[config.mk]
export PLATFORM = sky130hd
export DESIGN_NAME = sprite_span_run_clipper_flat
export DESIGN_NICKNAME = d
export VERILOG_FILES = /design/src/rtl/ssrc_pkg.sv /design/src/rtl/ssrc_if.sv /design/src/rtl/sprite_span_run_clipper.sv /design/src/flat_wrapper.sv
export SDC_FILE = /design/constraint.sdc
export NUM_CORES = 1
export LEC_CHECK = 0
export ABC_AREA = 1
export BUFFER_PORTS_ARGS = -buffer_cell sky130_fd_sc_hd__buf_2
export CAP_MARGIN = 30
export CORE_UTILIZATION = 57
export CTS_CLUSTER_SIZE = 12
export DETAILED_ROUTE_END_ITERATION = 8
export GPL_TIMING_DRIVEN = 0
export PLACE_DENSITY = 0.76
export REMOVE_ABC_BUFFERS = 1
export SLEW_MARGIN = 15
export SYNTH_ARGS = -nofsm -noshare
export SYNTH_HDL_FRONTEND = slang
export SYNTH_SLANG_ARGS = --single-unit
[constraint.sdc]
create_clock -name clock -period 7.9 [get_ports clock]
set_input_delay 0 -clock clock [delete_from_list [all_inputs] [get_ports clock]]
set_output_delay 0 -clock clock [all_outputs]
set_load 0.02 [all_outputs]
[src/rtl/ssrc_pkg.sv]
`timescale 1ns / 1ps

package ssrc_pkg;

   // field widths of the channels and registers
   localparam int SPAN_WORD_W  = 16;
   localparam int DST_W        = 12;
   localparam int SRC_OFFSET_W = 20;
   localparam int RUN_LENGTH_W = 11;
   localparam int CSR_DATA_W   = 11;
   localparam int CSR_INDEX_W  = 3;

   // register indexes
   localparam logic [CSR_INDEX_W-1:0] CSR_SCREEN_WIDTH  = 3'd0;
   localparam logic [CSR_INDEX_W-1:0] CSR_SCREEN_HEIGHT = 3'd1;
   localparam logic [CSR_INDEX_W-1:0] CSR_SPRITE_WIDTH  = 3'd2;
   localparam logic [CSR_INDEX_W-1:0] CSR_SPRITE_HEIGHT = 3'd3;
   localparam logic [CSR_INDEX_W-1:0] CSR_POS_X         = 3'd4;
   localparam logic [CSR_INDEX_W-1:0] CSR_POS_Y         = 3'd5;
   localparam logic [CSR_INDEX_W-1:0] CSR_CLIP_ENABLE   = 3'd6;

   // register reset values
   localparam logic [CSR_DATA_W-1:0] RST_SCREEN_WIDTH  = 11'd320;
   localparam logic [CSR_DATA_W-1:0] RST_SCREEN_HEIGHT = 11'd240;
   localparam logic [CSR_DATA_W-1:0] RST_SPRITE_WIDTH  = 11'd1;
   localparam logic [CSR_DATA_W-1:0] RST_SPRITE_HEIGHT = 11'd1;
   localparam logic [CSR_DATA_W-1:0] RST_POS_X         = 11'd0;
   localparam logic [CSR_DATA_W-1:0] RST_POS_Y         = 11'd0;
   localparam logic                  RST_CLIP_ENABLE   = 1'b1;

   // longest run that leaves the block unclipped
   localparam int LEN_MAX = 2047;

   typedef logic [SPAN_WORD_W-1:0]  span_word_type;
   typedef logic [DST_W-1:0]        dst_type;
   typedef logic [SRC_OFFSET_W-1:0] src_offset_type;
   typedef logic [RUN_LENGTH_W-1:0] run_length_type;

endpackage

[src/rtl/ssrc_if.sv]
`timescale 1ns / 1ps

interface ssrc_req_if;
   import ssrc_pkg::*;

   logic          valid;
   logic          ready;
   span_word_type span_word;

   modport source (output valid, output span_word, input ready);
   modport sink   (input valid, input span_word, output ready);
endinterface

interface ssrc_rsp_if;
   import ssrc_pkg::*;

   logic           valid;
   logic           ready;
   dst_type        dst_x;
   dst_type        dst_y;
   src_offset_type src_offset;
   run_length_type run_length;

   modport source (output valid, output dst_x, output dst_y, output src_offset,
                   output run_length, input ready);
   modport sink   (input valid, input dst_x, input dst_y, input src_offset,
                   input run_length, output ready);
endinterface

[src/rtl/sprite_span_run_clipper.sv]
`timescale 1ns / 1ps

// Walks a run-length coded sprite one span word per beat: a row start flag, alternating
// opaque/transparent run lengths, then a zero word closing the row. Each opaque run gives one
// result beat with its screen position, source pixel offset and length, cut to the screen
// window when clip_enable is set; runs clipped away, transparent runs, flags and row ends give
// nothing. Sustained rate is one span word per clock; a word goes through an input register
// and the run math into the result register, and only a stalled result register holds the
// input side. Write the registers only while no beat is in flight.
module sprite_span_run_clipper #(
   parameter int MAX_DIMENSION = 1024,
   parameter int SPAN_BITS     = 16
) (
   input  logic                              clock,
   input  logic                              reset,
   ssrc_req_if.sink                          req_span,
   ssrc_rsp_if.source                        rsp_run,
   input  logic                              csr_write_enable,
   input  logic [ssrc_pkg::CSR_INDEX_W-1:0]  csr_index,
   input  logic [ssrc_pkg::CSR_DATA_W-1:0]   csr_write_data
);
   import ssrc_pkg::*;

   localparam int COL_W = $clog2(2 * MAX_DIMENSION);
   localparam int ROW_W = $clog2(MAX_DIMENSION);
   localparam int NW    = (ROW_W + 1 > CSR_DATA_W) ? ROW_W + 1 : CSR_DATA_W;
   localparam int AW0   = (SPAN_BITS > COL_W) ? SPAN_BITS : COL_W;
   localparam int AW    = ((AW0 > CSR_DATA_W) ? AW0 : CSR_DATA_W) + 2;
   localparam logic [AW-1:0] COL_MAX = AW'(2 * MAX_DIMENSION - 1);
   localparam logic [NW-1:0] ROW_LIMIT = NW'(MAX_DIMENSION);

   // configuration registers
   logic [CSR_DATA_W-1:0] screen_width_ff, screen_height_ff;
   logic [CSR_DATA_W-1:0] sprite_width_ff, sprite_height_ff;
   logic [CSR_DATA_W-1:0] pos_x_ff, pos_y_ff;
   logic                  clip_enable_ff;

   always_ff @(posedge clock) begin
      if (reset) begin
         screen_width_ff  <= RST_SCREEN_WIDTH;
         screen_height_ff <= RST_SCREEN_HEIGHT;
         sprite_width_ff  <= RST_SPRITE_WIDTH;
         sprite_height_ff <= RST_SPRITE_HEIGHT;
         pos_x_ff         <= RST_POS_X;
         pos_y_ff         <= RST_POS_Y;
         clip_enable_ff   <= RST_CLIP_ENABLE;
      end else if (csr_write_enable) begin
         case (csr_index)
            CSR_SCREEN_WIDTH:  screen_width_ff  <= csr_write_data;
            CSR_SCREEN_HEIGHT: screen_height_ff <= csr_write_data;
            CSR_SPRITE_WIDTH:  sprite_width_ff  <= csr_write_data;
            CSR_SPRITE_HEIGHT: sprite_height_ff <= csr_write_data;
            CSR_POS_X:         pos_x_ff         <= csr_write_data;
            CSR_POS_Y:         pos_y_ff         <= csr_write_data;
            CSR_CLIP_ENABLE:   clip_enable_ff   <= csr_write_data[0];
            default: ;
         endcase
      end
   end

   // input register
   logic                 in_valid_ff;
   logic [SPAN_BITS-1:0] word_ff;
   logic                 out_valid_ff;
   logic                 advance;

   assign advance        = in_valid_ff && (!out_valid_ff || rsp_run.ready);
   assign req_span.ready = !in_valid_ff || advance;

   always_ff @(posedge clock) begin
      if (reset) begin
         in_valid_ff <= 1'b0;
      end else if (req_span.ready) begin
         in_valid_ff <= req_span.valid;
      end
   end

   always_ff @(posedge clock) begin
      if (req_span.ready && req_span.valid) begin
         word_ff <= req_span.span_word[SPAN_BITS-1:0];
      end
   end

   // walk state
   logic                    expect_ff, opaque_ff;
   logic [COL_W-1:0]        col_ff;
   logic [ROW_W-1:0]        row_ff;
   logic [SRC_OFFSET_W-1:0] base_ff;

   logic                    expect_in, opaque_in;
   logic [COL_W-1:0]        col_in;
   logic [ROW_W-1:0]        row_in;
   logic [SRC_OFFSET_W-1:0] base_in;

   // run math
   logic signed [AW-1:0] px, py, c_ext, w_ext, r_ext, sw_ext, sh_ext, spw_ext;
   logic signed [AW-1:0] x, y, lo, hi, a, b, clip_len, a_off;
   logic [AW-1:0]        col_sum;
   logic [NW-1:0]        row_next;
   logic                 word_zero, y_visible, emit;

   dst_type        dst_x_in, dst_y_in;
   src_offset_type src_in;
   run_length_type len_in;

   always_comb begin
      px      = {{(AW-CSR_DATA_W){pos_x_ff[CSR_DATA_W-1]}}, pos_x_ff};
      py      = {{(AW-CSR_DATA_W){pos_y_ff[CSR_DATA_W-1]}}, pos_y_ff};
      c_ext   = {{(AW-COL_W){1'b0}}, col_ff};
      w_ext   = {{(AW-SPAN_BITS){1'b0}}, word_ff};
      r_ext   = {{(AW-ROW_W){1'b0}}, row_ff};
      sw_ext  = {{(AW-CSR_DATA_W){1'b0}}, screen_width_ff};
      sh_ext  = {{(AW-CSR_DATA_W){1'b0}}, screen_height_ff};
      spw_ext = {{(AW-CSR_DATA_W){1'b0}}, sprite_width_ff};

      x  = px + c_ext;
      y  = py + r_ext;
      lo = px[AW-1] ? '0 : px;
      hi = px + spw_ext;
      if (hi > sw_ext) begin
         hi = sw_ext;
      end
      a = (x > lo) ? x : lo;
      b = x + w_ext;
      if (b > hi) begin
         b = hi;
      end
      clip_len  = b - a;
      a_off     = a - x;
      y_visible = !y[AW-1] && (y < sh_ext);
      word_zero = (word_ff == '0);

      emit = 1'b0;
      if (!expect_ff && !word_zero && opaque_ff) begin
         emit = !clip_enable_ff || (y_visible && (a < b));
      end

      // unclipped run keeps its position and saturates its length
      if (!clip_enable_ff) begin
         dst_x_in = x[DST_W-1:0];
         src_in   = base_ff + {{(SRC_OFFSET_W-COL_W){1'b0}}, col_ff};
         len_in   = (w_ext > AW'(LEN_MAX)) ? RUN_LENGTH_W'(LEN_MAX)
                                          : w_ext[RUN_LENGTH_W-1:0];
      end else begin
         dst_x_in = a[DST_W-1:0];
         src_in   = base_ff + {{(SRC_OFFSET_W-COL_W){1'b0}}, col_ff}
                    + {{(SRC_OFFSET_W-AW){1'b0}}, a_off};
         len_in   = clip_len[RUN_LENGTH_W-1:0];
      end
      dst_y_in = y[DST_W-1:0];

      col_sum  = c_ext + w_ext;
      row_next = {{(NW-ROW_W){1'b0}}, row_ff} + NW'(1);

      expect_in = expect_ff;
      opaque_in = opaque_ff;
      col_in    = col_ff;
      row_in    = row_ff;
      base_in   = base_ff;
      if (expect_ff) begin
         opaque_in = (word_ff == SPAN_BITS'(1));
         col_in    = '0;
         expect_in = 1'b0;
      end else if (word_zero) begin
         if (row_next >= {{(NW-CSR_DATA_W){1'b0}}, sprite_height_ff}
             || row_next >= ROW_LIMIT) begin
            row_in  = '0;
            base_in = '0;
         end else begin
            row_in  = row_next[ROW_W-1:0];
            base_in = base_ff + {{(SRC_OFFSET_W-CSR_DATA_W){1'b0}}, sprite_width_ff};
         end
         expect_in = 1'b1;
      end else begin
         // column saturates rather than wrapping
         col_in    = (col_sum > COL_MAX) ? COL_MAX[COL_W-1:0] : col_sum[COL_W-1:0];
         opaque_in = !opaque_ff;
      end
   end

   always_ff @(posedge clock) begin
      if (reset) begin
         expect_ff <= 1'b1;
         opaque_ff <= 1'b0;
         col_ff    <= '0;
         row_ff    <= '0;
         base_ff   <= '0;
      end else if (advance) begin
         expect_ff <= expect_in;
         opaque_ff <= opaque_in;
         col_ff    <= col_in;
         row_ff    <= row_in;
         base_ff   <= base_in;
      end
   end

   // result register
   dst_type        dst_x_ff, dst_y_ff;
   src_offset_type src_ff;
   run_length_type len_ff;

   always_ff @(posedge clock) begin
      if (reset) begin
         out_valid_ff <= 1'b0;
      end else if (advance) begin
         out_valid_ff <= emit;
      end else if (rsp_run.ready) begin
         out_valid_ff <= 1'b0;
      end
   end

   always_ff @(posedge clock) begin
      if (advance && emit) begin
         dst_x_ff <= dst_x_in;
         dst_y_ff <= dst_y_in;
         src_ff   <= src_in;
         len_ff   <= len_in;
      end
   end

   assign rsp_run.valid      = out_valid_ff;
   assign rsp_run.dst_x      = dst_x_ff;
   assign rsp_run.dst_y      = dst_y_ff;
   assign rsp_run.src_offset = src_ff;
   assign rsp_run.run_length = len_ff;

`ifndef SYNTHESIS
   a_len_nonzero: assert property (@(posedge clock) disable iff (reset)
      out_valid_ff |-> (len_ff != '0))
      else $error("result beat with empty run");

   a_col_bound: assert property (@(posedge clock) disable iff (reset)
      {{(AW-COL_W){1'b0}}, col_ff} <= COL_MAX)
      else $error("column past saturation point");

   a_row_bound: assert property (@(posedge clock) disable iff (reset)
      {{(NW-ROW_W){1'b0}}, row_ff} < ROW_LIMIT)
      else $error("row index out of range");

   a_in_hold: assert property (@(posedge clock) disable iff (reset)
      (in_valid_ff && !advance) |=> (in_valid_ff && $stable(word_ff)))
      else $error("stalled span word lost");

   a_row_end: assert property (@(posedge clock) disable iff (reset)
      (advance && !expect_ff && (word_ff == '0)) |=> (expect_ff && !out_valid_ff))
      else $error("row end did not rearm row start");
`endif

endmodule

[src/flat_wrapper.sv]
// flat-port wrapper written by rule: the top's interface ports become plain ports
module sprite_span_run_clipper_flat import ssrc_pkg::*;
#(
   parameter int MAX_DIMENSION = 1024,
   parameter int SPAN_BITS     = 16
)
  (clock, reset, csr_write_enable, csr_index, csr_write_data, req_span_valid, req_span_span_word, req_span_ready, rsp_run_valid, rsp_run_dst_x, rsp_run_dst_y, rsp_run_src_offset, rsp_run_run_length, rsp_run_ready);
  ssrc_req_if req_span_i ();
  ssrc_rsp_if rsp_run_i ();
  input  logic clock;
  input  logic reset;
  input  logic csr_write_enable;
  input  logic [ssrc_pkg::CSR_INDEX_W-1:0] csr_index;
  input  logic [ssrc_pkg::CSR_DATA_W-1:0] csr_write_data;
  input wire logic [$bits(req_span_i.valid)-1:0] req_span_valid;
  input wire logic [$bits(req_span_i.span_word)-1:0] req_span_span_word;
  output wire logic [$bits(req_span_i.ready)-1:0] req_span_ready;
  output wire logic [$bits(rsp_run_i.valid)-1:0] rsp_run_valid;
  output wire logic [$bits(rsp_run_i.dst_x)-1:0] rsp_run_dst_x;
  output wire logic [$bits(rsp_run_i.dst_y)-1:0] rsp_run_dst_y;
  output wire logic [$bits(rsp_run_i.src_offset)-1:0] rsp_run_src_offset;
  output wire logic [$bits(rsp_run_i.run_length)-1:0] rsp_run_run_length;
  input wire logic [$bits(rsp_run_i.ready)-1:0] rsp_run_ready;
  assign req_span_i.valid = req_span_valid;
  assign req_span_i.span_word = req_span_span_word;
  assign req_span_ready = req_span_i.ready;
  assign rsp_run_valid = rsp_run_i.valid;
  assign rsp_run_dst_x = rsp_run_i.dst_x;
  assign rsp_run_dst_y = rsp_run_i.dst_y;
  assign rsp_run_src_offset = rsp_run_i.src_offset;
  assign rsp_run_run_length = rsp_run_i.run_length;
  assign rsp_run_i.ready = rsp_run_ready;
  sprite_span_run_clipper #(.MAX_DIMENSION(MAX_DIMENSION), .SPAN_BITS(SPAN_BITS)) u_core (.clock(clock), .reset(reset), .req_span(req_span_i), .rsp_run(rsp_run_i), .csr_write_enable(csr_write_enable), .csr_index(csr_index), .csr_write_data(csr_write_data));
endmodule
==> impl_results.md, run 1 <==
* Die Area at 0.0264 mm2
* CP Class: flop to flop
* CP endpoint: u_core.rsp_run.dst_y[8]
* Final worst path period need at 7960 ps
* Pwr Density at 193 mW/mm2
* Static Leak at 8.41 nW
* Hold Startpoint: req_span_span_word[13]
* Root Buffer: clkbuf_16
* Maximum vdd drop at 0.154 mV
* TritonCTS clock tree: built
* EDFF count, synth at 71
* Via/cell ratio at 5.74
* Synth Flop Type: dfxtp_1
* Core area at 0.0252 mm2
* Endpoints failing setup at 36
* Final worst setup slack at -64.4 ps
* Skew-Pair Late Insertion Delay at 460 ps
* Clk network pwr share at 26.1%
* Sw Pwr at 0.00137 W
* Chip height at 162 um
* I/O pins at 92
* Share of cells above drive strength 1 at 17.2%
* Clk_skew at 21.2 ps
* Max Transition Viols Final at 0
* Worst setup path start: u_core.pos_x_ff[1]
* Ant. Diodes at 0
* Vias in the first global route at 12900
* Hpwl dp at 30.2 mm
* Relative slew slack at 42.7%
* Worst setup SP type: flop
* Avg Cell Area, Syn at 7.53 um2
* Power share of the combinational group at 42.8%
* Initial DRC Count at 1226
* Post-route ant nets at 0
* Sequential element share of the synthesized area at 29.8%
* Gpl congestion at 0.917
* Nets at 2368
* R2r setup slk at -60 ps
* Violated checks: negative setup slack
* Fin crit share at 101%
* Starting Density at 58.2%
* Fin Setup TNS at -1530 ps
* Synth top cells by count: 325 x nand2_1, 292 x inv_1, 201 x ha_1, 180 x a21oi_1, 168 x o21ai_0
* Fmax at 126 MHz
* Layout area overhead at 21.9%
* Cell with the most instances after synthesis: nand2_1
* Critical path peak fanout at 8
* Synth top area cells: ha_1 17%, dfxtp_1 15%, edfxtp_1 15%, nand2_1 8.3%, inv_1 7.5%
* Cell Rows at 58
* DP Cell Count at 2333
* Clock transition at the registers of the reported paths at 90 ps
* Die Wd at 162 um
* Switching Fraction at 39.8%
* Worst EP required at 8080 ps
* Initial antenna violation count at 0
* Synth area leader: ha_1
* DRT Pass-1 Iters at 5
* Largest net degree at the start of global routing at 52
* Total gr overflow at 0
* Cell variety after synth at 58
* Synth top area share at 17.2%
* Crit-path max cell delay at 480 ps
* Pint at 0.00207 W
* Post-Synthesis Cells at 1947
* Hold Vio Cnt, Final at 0
* Post-Synthesis Cell Area at 0.0147 mm2
* Slew @ Worst Pin at 853 ps
* Final non-filler cell total at 2465
* Max_cap viols at 0
* Setup crit end kind: flop
* Dpl ws at -3070 ps
* Reg2Reg Depth at 50
* Post-Route WL at 44.1 mm
* Reg2reg start: u_core.pos_x_ff[1]
* Clock H-tree levels at 4
* WL per Instance at 17.9 um
* Via count at 14200
* Hold WS at 239 ps
* GRT Util Overall at 31.7%
* Sequential power share at 31.1%
* HP Class: input port to flop
* Total CTS buffers at 17
* RSZ-0062 raised after global routing: yes
* Worst path arrival time at 8140 ps
* DRC viols at 0
* Async set-reset flop share out of synthesis at 0%
* Most frequent CP cell: nand2_1
* Outcome: finished, violations left
* Yosys reg bits at 183
* Synth warn at 0
* Clock Sinks at 183
* Clock Tree Buf Depth at 2
* Worst R2R End: u_core.rsp_run.dst_y[8]
* CP max stage cell: a2111o_1
* First-pass GRT wire length at 64.8 mm
* IO buf count at 91
==> layer usage <==
metal  GRT usage [%]  part of all wire [%]  up-vias
li1                -                     -     6896
met1            39.7                    41     6536
met2            53.7                    47      602
met3            4.30                   7.2      126
met4            15.3                   5.2        0
met5               0                     0        -
==> worst max-delay path: cells and delay by family, from the launching register on <==
| kind | cells | cell delay (ps) |
|---|---|---|
| AOI/OAI and AO/OA | 13 | 2520 |
| xor gates and xnor gates | 1 | 160 |
| adders and majority gates | 5 | 1440 |
| buffers and inverters | 10 | 1140 |
| DFF | 1 | 400 |
| and+or+nand+nor | 21 | 1990 |
==> through the flow <==
| stage | utilization, % | instance area, um2 | power [W] |
|---|---|---|---|
| 4_1_cts | 67.4 | 17000 | 0.00325 |
| 5_1_grt | 70.9 | 17900 | 0.00364 |
| 6_report | 70.9 | 17900 | 0.00344 |
| 2_1_floorplan | - | 14500 | 0.00198 |
| 3_3_place_gp | 60.9 | 15300 | 0.00223 |
| 3_5_place_dp | 61.1 | 15400 | 0.00226 |
==> registers in the layout, indices dropped and copies added (netlist names), 10 cells and up <==
name / flops
u_core.word_ff: 16
u_core.rsp_run.dst_y: 12
u_core.pos_x_ff: 11
u_core.row_ff: 10
u_core.base_ff: 20
u_core.screen_width_ff: 11
u_core.screen_height_ff: 11
u_core.sprite_height_ff: 11
u_core.pos_y_ff: 11
u_core.rsp_run.dst_x: 12
u_core.col_ff: 11
u_core.sprite_width_ff: 11
u_core.rsp_run.run_length: 11
u_core.rsp_run.src_offset: 20
==> logic make-up after synthesis <==
group,count (synthesis),share of synthesized area (%)
flops,183,29.8
simple gates,645,18.6
other cells,1,0.0256
mux,1,0.0683
buf+inv,341,9.10
fa+ha+maj,211,18.5
compound gates,454,17.2
xor+xnor,111,6.68
==> what timing repair did <==
| item | in CTS | in global routing |
|---|---|---|
| resized for setup | 82 | 144 |
| setup buffers | 26 | 29 |
| setup endpoints to repair | 67 | 59 |
| hold buffers | 36 | 0 |
| gates cloned | 6 | 3 |
| pin swaps | 21 | 74 |
| hold endpoints to repair | 92 | 0 |
==> power by group through the flow <==
stage | registers, W | clock network [W] | logic (W)
after global routing | 0.00107 | 0.000937 | 0.00163
after floorplan | 0.00108 | 0 | 0.000899
after detailed placement | 0.00109 | 0 | 0.00117
after global placement | 0.00109 | 0 | 0.00114
after CTS | 0.00107 | 0.000907 | 0.00128
final | 0.00107 | 0.000898 | 0.00147
==> placed cells by master (no fill, tap or decap), types with 5 or more instances in the layout <==
cell / instances
a211oi_1: 5
a21o_1: 11
a21oi_1: 169
a21oi_2: 10
a31oi_1: 7
buf_2: 91
buf_4: 50
clkbuf_16: 19
conb_1: 6
dfxtp_1: 95
dfxtp_2: 12
dfxtp_4: 5
dlygate4sd3_1: 36
edfxtp_1: 71
fa_1: 7
ha_1: 173
ha_4: 24
inv_1: 273
inv_2: 20
inv_8: 6
nand2_1: 303
nand2_2: 22
nand2_4: 6
nand3_1: 87
nand3_2: 5
nand3_4: 5
nand4_1: 17
nor2_1: 160
nor3_1: 22
o211ai_1: 11
o21ai_0: 147
o21ai_1: 20
o21ai_2: 14
o21ai_4: 7
o21bai_1: 14
o22ai_1: 10
xnor2_1: 28
xor2_1: 71
xor2_2: 7
==> worst min path at each step <==
| stage | depth (start not counted) | slack [ps] | to |
|---|---|---|---|
| 4_1_cts | 2 | 230 | u_core.word_ff[13] |
| 3_3_place_gp | 1 | 180 | u_core.word_ff[15] |
| 5_1_grt | 2 | 250 | u_core.word_ff[13] |
| 2_1_floorplan | 1 | 70 | u_core.col_ff[0] |
| 3_5_place_dp | 1 | 180 | u_core.word_ff[8] |
| 6_report | 2 | 240 | u_core.word_ff[13] |
==> layout make-up <==
class | instances | area (um2)
clock inverter | 14 | 176
clock buffer | 18 | 429
timing repair inverter | 1 | 11.3
sequential | 183 | 4410
tap | 330 | 413
inverter | 298 | 1140
timing repair buffer | 188 | 1410
fill | 1937 | 7320
multi-input combinational | 1433 | 9880
No activity file was read; power rests on OpenSTA's default activity.
==> inputs of run 2 (changes only) <==
--- a/config.mk
+++ b/config.mk
@@ -6,9 +6,10 @@
 export NUM_CORES = 1
 export LEC_CHECK = 0
 export ABC_AREA = 1
+export ABC_CLOCK_PERIOD_IN_PS = 9140
 export BUFFER_PORTS_ARGS = -buffer_cell sky130_fd_sc_hd__buf_2
 export CAP_MARGIN = 30
-export CORE_UTILIZATION = 57
+export CORE_UTILIZATION = 60
 export CTS_CLUSTER_SIZE = 12
 export DETAILED_ROUTE_END_ITERATION = 8
 export GPL_TIMING_DRIVEN = 0
==> constraint.sdc (replaced) <==
create_clock -name clock -period 9.14 [get_ports clock]
set_input_delay 0 -clock clock [delete_from_list [all_inputs] [get_ports clock]]
set_output_delay 0 -clock clock [all_outputs]
set_load 0.02 [all_outputs]
==> run 2 against run 1 <==
Effect of this change:
- cell count down 2.8%
- clock skew shrank 1.9 ps
- clock power down 16%
- critical endpoint is now u_core.rsp_run.valid
- worst setup slack gained 710 ps
- utilization decreased by 1.4 points
- critical path depth is 7 lower
- first-iteration DRC count fell by 25%
- total power fell by 20%
- global-route usage hardly changed
- the run now ends clean
- sequential power down 14%
- critical path type unchanged
- via count decreased by 5.4%
- final area decreased by 7.6%
==> impl_results.md, run 2 (synthesis gave the netlist of run 1 again) <==
* Die Area at 0.0251 mm2 (-4.9%)
* Hold WS at 46.0 ps (-193 ps)
* Starting Density at 61.7% (+3.5 points)
* Most frequent cells in the layout: 324 x nand2_1, 289 x inv_1, 201 x ha_1, 179 x a21oi_1, 164 x nor2_1
* Clk_skew at 19.3 ps (-1.93 ps)
* Clk network pwr share at 27.4% (+1.3 points)
* Outcome: complete, no violations
* Hpwl dp at 29.6 mm (-2.2%)
* Core area at 0.0238 mm2 (-5.7%)
* Ant. Diodes at 0 (unchanged)
* Share of cells above drive strength 1 at 8.86% (-8.3 points)
* Worst path arrival time at 8890 ps (+750 ps)
* Clock transition at the registers of the reported paths at 80 ps (about the same)
* Via count at 13400 (-5.4%)
* Pwr Density at 167 mW/mm2 (-14%)
* Power share of the combinational group at 39.1% (-3.7 points)
* Switching Fraction at 39.3% (-0.49 points)
* IO buf count at 91 (unchanged)
* I/O pins at 92 (unchanged)
* Sw Pwr at 0.00108 W (-21%)
* Sequential power share at 33.5% (+2.4 points)
* Nets at 2310 (-2.4%)
* Vias in the first global route at 12400 (-3.9%)
* Max_cap viols at 0 (unchanged)
* Hold Startpoint: csr_write_enable
* Initial antenna violation count at 0 (unchanged)
* First-pass GRT wire length at 61.3 mm (-5.5%)
* Area of the multi-input gates at 0.00911 mm2 (-7.8%)
* Post-route ant nets at 0 (unchanged)
* DRC viols at 0 (unchanged)
* Hold depth at 4 (+2)
* Most frequent CP cell: nand2_1
* Setup crit end kind: flop
* HP Class: input port to flop
* CP Class: flop to flop
* Fin crit share at 93.0% (-7.8 points)
* Commonest non-fill, non-tap cell in the layout: nand2_1
* Reg2reg start: u_core.col_ff[0]
* Endpoints failing setup at 0 (-100%)
* Pint at 0.00167 W (-19%)
* Worst EP required at 9530 ps (+1450 ps)
* GRT Util Overall at 31.8% (about the same)
* Hold Vio Cnt, Final at 0 (unchanged)
* Max Transition Viols Final at 0 (unchanged)
* Post-Route WL at 39.6 mm (-10%)
* Via/cell ratio at 5.59 (-2.6%)
* Largest net degree at the start of global routing at 48 (-7.7%)
* Slew @ Worst Pin at 848 ps (-4.63 ps)
* Total CTS buffers at 17 (unchanged)
* Reg2Reg Depth at 43 (-14%)
* Skew-Pair Late Insertion Delay at 450 ps (about the same)
* Die Wd at 158 um (-2.5%)
* TritonCTS clock tree: built
* Clock Sinks at 183 (unchanged)
* CP max stage cell: dlygate4sd3_1
* Clock H-tree levels at 4 (unchanged)
* Clock Tree Buf Depth at 2 (unchanged)
* Gpl congestion at 0.920 (+0.31%)
* Cell Rows at 56 (-3.4%)
* Worst setup SP type: flop
* Initial DRC Count at 919 (-25%)
* Final worst path period need at 8500 ps (+534 ps)
* Pwr Total at 0.00275 W (-20%)
* WL per Instance at 16.5 um (-7.7%)
* Critical path peak fanout at 14 (+6)
* Layout fillers at 1992 (+2.8%)
* Maximum vdd drop at 0.0932 mV (-40%)
* Fmax at 118 MHz (-6.3%)
* Register Area at 0.00438 mm2 (-0.74%)
* Static Leak at 8.05 nW (-4.3%)
* Relative slew slack at 43.1% (+0.31 points)
* Crit-path max cell delay at 550 ps (+70 ps)
* Layout area overhead at 12.6%
* R2r setup slk at 640 ps (+710 ps)
* Chip height at 158 um (-2.5%)
* Hold Crit Endpoint: u_core.clip_enable_ff
* Worst R2R End: u_core.rsp_run.valid
* Root Buffer: clkbuf_16
* Total gr overflow at 0 (unchanged)
* DRT Pass-1 Iters at 6 (+1)
* Worst setup path start: u_core.col_ff[0]
==> run 2: cell count changes in the layout (fill, tap and decap cells not counted), moves of 8 or more <==
cell and change:
dfxtp_1 +16, inv_1 +16, a21oi_1 +10, o21ai_0 +11, nand2_1 +21, ha_1 +28, a21oi_2 -8, ha_4 -24
buf_4 -45, nand2_2 -19, inv_2 -15, dfxtp_2 -11
==> run 2: power groups by stage <==
| stage | clock network [W] | registers [W] | logic [W] |
|---|---|---|---|
| floorplan | 0 | 0.000930 | 0.000777 |
| global placement | 0 | 0.000941 | 0.000980 |
| detailed placement | 0 | 0.000940 | 0.00100 |
| CTS | 0.000757 | 0.000922 | 0.00103 |
| global route | 0.000787 | 0.000924 | 0.00122 |
| finish | 0.000753 | 0.000923 | 0.00108 |
==> run 2: worst max path at each step <==
stage | to | slack (ps) | depth (start not counted)
floorplan | u_core.rsp_run.dst_x[0] | 390 | 42
global placement | u_core.rsp_run.dst_y[1] | -2630 | 42
detailed placement | u_core.rsp_run.dst_y[1] | -1810 | 43
CTS | u_core.rsp_run.run_length[1] | 2 | 48
global route | u_core.rsp_run.valid | -6 | 43
finish | u_core.rsp_run.valid | 640 | 43
==> run 2: layer usage <==
metal / share of wire, % / wire length, um / GRT usage [%] / up-vias
li1: - / - / - / 6753
met1: 44 / 17500 / 40.0 / 6137
met2: 47 / 18700 / 55.3 / 416
met3: 5.1 / 2020 / 3.29 / 96
met4: 3.3 / 1320 / 13.0 / 0
met5: 0 / 0 / 0 / -
==> run 2: repair_timing <==
action                     CTS  global route
hold buffers                35             0
setup buffers                1             4
resized for setup           10            30
hold endpoints to repair    83             0
pin swaps                    0             4
gates cloned                 0             2
setup endpoints to repair   57            56
==> run 2: area by class of cell <==
| type | count | area share, % |
|---|---|---|
| Timing Repair Buffer | 134 | 5.53 |
| Clock inverter | 14 | 0.917 |
| Inverter | 298 | 6.86 |
| Clock buffer | 18 | 2.60 |
| Timing Repair inverter | 1 | 0.0303 |
| Multi-Input combinational cell | 1429 | 55.1 |
| Sequential cell | 183 | 26.5 |
| Tap cell | 319 | 2.42 |
==> run 2: through the flow <==
stage                     cell area, um2  utilization, %  setup WS (ps)  std cells  TNS [ps]
after detailed placement           15400            64.8          -1810       2322    -95440
after floorplan                    14500               -            387       1909         0
after global placement             15300            64.5          -2630       2319   -145120
after CTS                          16400            68.9           1.83       2390         0
final                              16500            69.5            642       2396         0
after global routing               16500            69.5          -6.39       2396     -6.39
==> run 2: worst max-delay path, delay by kind of cell (launching register included) <==
family                     cells  cell delay [ps]
and+or+nand+nor               16             1800
AOI/OAI and AO/OA             17             3150
adders and majority gates      5             1800
buffers and inverters          3              820
xor gates and xnor gates       2              460
DFF                            1              360
==> inputs of run 3 (changes only) <==
--- a/config.mk
+++ b/config.mk
@@ -5,7 +5,6 @@
 export SDC_FILE = /design/constraint.sdc
 export NUM_CORES = 1
 export LEC_CHECK = 0
-export ABC_AREA = 1
 export ABC_CLOCK_PERIOD_IN_PS = 9140
 export BUFFER_PORTS_ARGS = -buffer_cell sky130_fd_sc_hd__buf_2
 export CAP_MARGIN = 30
==> run 3 against run 2 <==
Effect of this change:
- sequential share of layout area decreased by 1.4 points
- routed wire length up 6.4%
- clock skew decreased by 0.93 ps
- critical path type unchanged
==> impl_results.md, run 3 <==
* Dpl ws at -2290 ps (-478 ps)
* Crit-path leading delay family: compound AO/OA/AOI/OAI gates
* Core area at 0.0237 mm2 (-0.30%)
* Pwr Total at 0.00253 W (-7.9%)
* Relative slew slack at 35.0% (-8.0 points)
* First-pass GRT wire length at 61.9 mm (+1.1%)
* Post-Route WL at 42.1 mm (+6.4%)
* Worst setup SP type: flop
* Final non-filler cell total at 2205 (-8.0%)
* EDFF count, synth at 71 (unchanged)
* Chip height at 158 um (-0.17%)
* Total CTS buffers at 17 (unchanged)
* Root Buffer: clkbuf_16
* Outcome: complete, no violations
* Via/cell ratio at 6.03 (+7.8%)
* TritonCTS clock tree: built
* Sequential power share at 35.7% (+2.2 points)
* Max_cap viols at 0 (unchanged)
* DRC viols at 0 (unchanged)
* Worst EP required at 9310 ps (-220 ps)
* Final Cell Area at 0.0175 mm2 (+6.1%)
* Switching Fraction at 34.8% (-4.5 points)
* Hold Startpoint: csr_index[1]
* HP Class: input port to flop
* I/O pins at 92 (unchanged)
* Skew-Pair Late Insertion Delay at 450 ps (about the same)
* Cell variety after synth at 65 (+12%)
* Layout area overhead at 20.0%
* CP Class: flop to flop
* IO buf count at 91 (unchanged)
* Pwr Density at 145 mW/mm2 (-13%)
* Setup crit end kind: flop
* Hpwl dp at 29.5 mm (-0.25%)
* Yosys reg bits at 183 (unchanged)
* Nets at 2119 (-8.3%)
* Fmax at 111 MHz (-6.0%)
* Die Area at 0.0250 mm2 (-0.34%)
* Maximum vdd drop at 0.131 mV (+40%)
* Initial DRC Count at 1010 (+9.9%)
* Largest net degree at the start of global routing at 82 (+71%)
* DRT Pass-1 Iters at 6 (unchanged)
* Starting Density at 61.7% (about the same)
* Slew @ Worst Pin at 968 ps (+120 ps)
* Vias in the first global route at 12300 (-0.25%)
* Synth top area cells: ha_1 17%, dfxtp_1 15%, edfxtp_1 15%, a21oi_1 6.0%, nand2_1 5.3%
* Via count at 13300 (-0.81%)
* Synth warn at 0 (unchanged)
* GRT Util Overall at 32.4% (+0.61 points)
* Clk network pwr share at 29.9% (+2.5 points)
* Max Transition Viols Final at 0 (unchanged)
* Ant. Diodes at 0 (unchanged)
* Final worst path period need at 9040 ps (+540 ps)
* Die Wd at 158 um (-0.17%)
* WL per Instance at 19.1 um (+16%)
* Initial antenna violation count at 0 (unchanged)
* Sequential element share of the synthesized area at 29.9% (+0.10 points)
* CP max stage cell: a2111o_1
* Synth top cells by count: 207 x nand2_1, 201 x ha_1, 174 x a21oi_1, 121 x inv_1, 114 x nor2_1
* Avg Cell Area, Syn at 8.61 um2 (+14%)
* Fin crit share at 98.9% (+5.9 points)
* RSZ-0062 raised after global routing: yes
* Synth Flop Type: dfxtp_1
* Clk_skew at 18.3 ps (-0.935 ps)
* Post-route ant nets at 0 (unchanged)
* Pint at 0.00165 W (-1.1%)
* Clock Tree Buf Depth at 2 (unchanged)
* Final worst setup slack at 102 ps (-540 ps)
* Layout fillers at 1797 (-9.8%)
* Cell Rows at 56 (unchanged)
* Post-Synthesis Cell Area at 0.0146 mm2 (-0.34%)
* Reg2reg start: u_core.pos_x_ff[0]
* Static Leak at 7.97 nW (-1.0%)
* DP Cell Count at 2074 (-11%)
* Cell with the most instances after synthesis: nand2_1
* Share of cells above drive strength 1 at 16.1% (+7.2 points)
* Crit-path max cell delay at 570 ps (+20 ps)
* Clock H-tree levels at 4 (unchanged)
* Register Area at 0.00440 mm2 (+0.54%)
* Worst setup path start: u_core.pos_x_ff[0]
* Post-Synthesis Cells at 1698 (-13%)
* Clock transition at the registers of the reported paths at 80 ps (about the same)
* Most frequent cells in the layout: 206 x nand2_1, 190 x ha_1, 158 x a21oi_1, 117 x inv_1, 112 x nor2_1
* Async set-reset flop share out of synthesis at 0% (unchanged)
* Worst path arrival time at 9200 ps (+310 ps)
* Area of the multi-input gates at 0.0101 mm2 (+11%)
* Sw Pwr at 0.000883 W (-18%)
* Gpl congestion at 0.963 (+4.7%)
* Critical path peak fanout at 7 (-7)
* Synth top area share at 17.2% (+0.059 points)
* CP bufs+invs at 7 (+4)
* Hold Vio Cnt, Final at 0 (unchanged)
* Clock Sinks at 183 (unchanged)
* Power share of the combinational group at 34.4% (-4.7 points)
* Synth area leader: ha_1
* Total gr overflow at 0 (unchanged)
* Endpoints failing setup at 0 (unchanged)
* Commonest non-fill, non-tap cell in the layout: nand2_1
* Area of placed instances at 0.0155 mm2 (+0.77%)
==> run 3: worst register-to-register path, delay by kind of cell (launching register included) <==
kind / cells / cell delay (ps)
multiplexers: 1 / 120
AO/OA/AOI/OAI: 23 / 4510
buffers and inverters: 7 / 1080
adder cells (fa/ha/maj): 6 / 1850
AND/OR/NAND/NOR: 5 / 670
flip-flops: 1 / 380
XOR/XNOR: 1 / 150
==> run 3: power groups by stage <==
stage / logic [W] / clock network (W) / registers, W
after floorplan: 0.000570 / 0 / 0.000913
after global placement: 0.000709 / 0 / 0.000923
after detailed placement: 0.000752 / 0 / 0.000922
after CTS: 0.000806 / 0.000767 / 0.000904
after global routing: 0.000949 / 0.000791 / 0.000906
final: 0.000872 / 0.000758 / 0.000905
==> run 3: path summary, 6_finish.rpt <==
kind	endpoint	slack, ps	cells after the start
hold / removal	u_core.screen_width_ff[5]	40	4
hold reg to reg	u_core.sprite_height_ff[10]	460	2
setup / recovery	u_core.rsp_run.src_offset[14]	100	43
setup reg to reg	u_core.rsp_run.src_offset[14]	100	43
==> run 3: metrics by stage <==
step	TNS [ps]	util [%]	hold WS, ps
6_report	0	74.0	42.6
5_1_grt	-15110	74.0	65.7
4_1_cts	0	71.0	27.9
3_5_place_dp	-130470	65.5	178
3_3_place_gp	-336120	64.6	177
2_1_floorplan	-136160	-	69.1
==> run 3: routing by layer <==
layer / part of all wire (%) / vias up / GRT usage [%]
li1: - / 6420 / -
met1: 41 / 6253 / 38.8
met2: 48 / 499 / 55.4
met3: 6.1 / 122 / 4.93
met4: 5.3 / 0 / 18.1
met5: 0 / - / 0
==> run 3: logic make-up (layout without fill, tap and decap cells) <==
| logic type | after synthesis | in the layout | share of synthesized area, % |
|---|---|---|---|
| and+or+nand+nor | 495 | 495 | 15.4 |
| xor gates and xnor gates | 119 | 119 | 7.13 |
| DFF | 183 | 183 | 29.9 |
| muxes | 56 | 56 | 4.09 |
| AOI/OAI and AO/OA | 463 | 465 | 20.4 |
| buffers and inverters | 170 | 351 | 4.47 |
| other | 1 | 6 | 0.0257 |
| adders and majority gates | 211 | 211 | 18.6 |
==> run 3: timing repair <==
item                                    CTS  global route
hold endpoints to repair                 90             0
cloned                                    2             7
buffers inserted                         20            33
hold buffers                             36             0
resized for setup                        29            65
pin swaps                                 9            55
endpoints found under the setup margin   63            64
==> run 3: layout make-up <==
type                    count  share of cell area, %
clock buffers              18                   2.45
clock inverters            14                  0.899
inverters                 122                   2.66
multi-input cells        1352                   57.5
flip-flops and latches    183                   25.1
well taps                 319                   2.28
repair buffers            197                   9.14
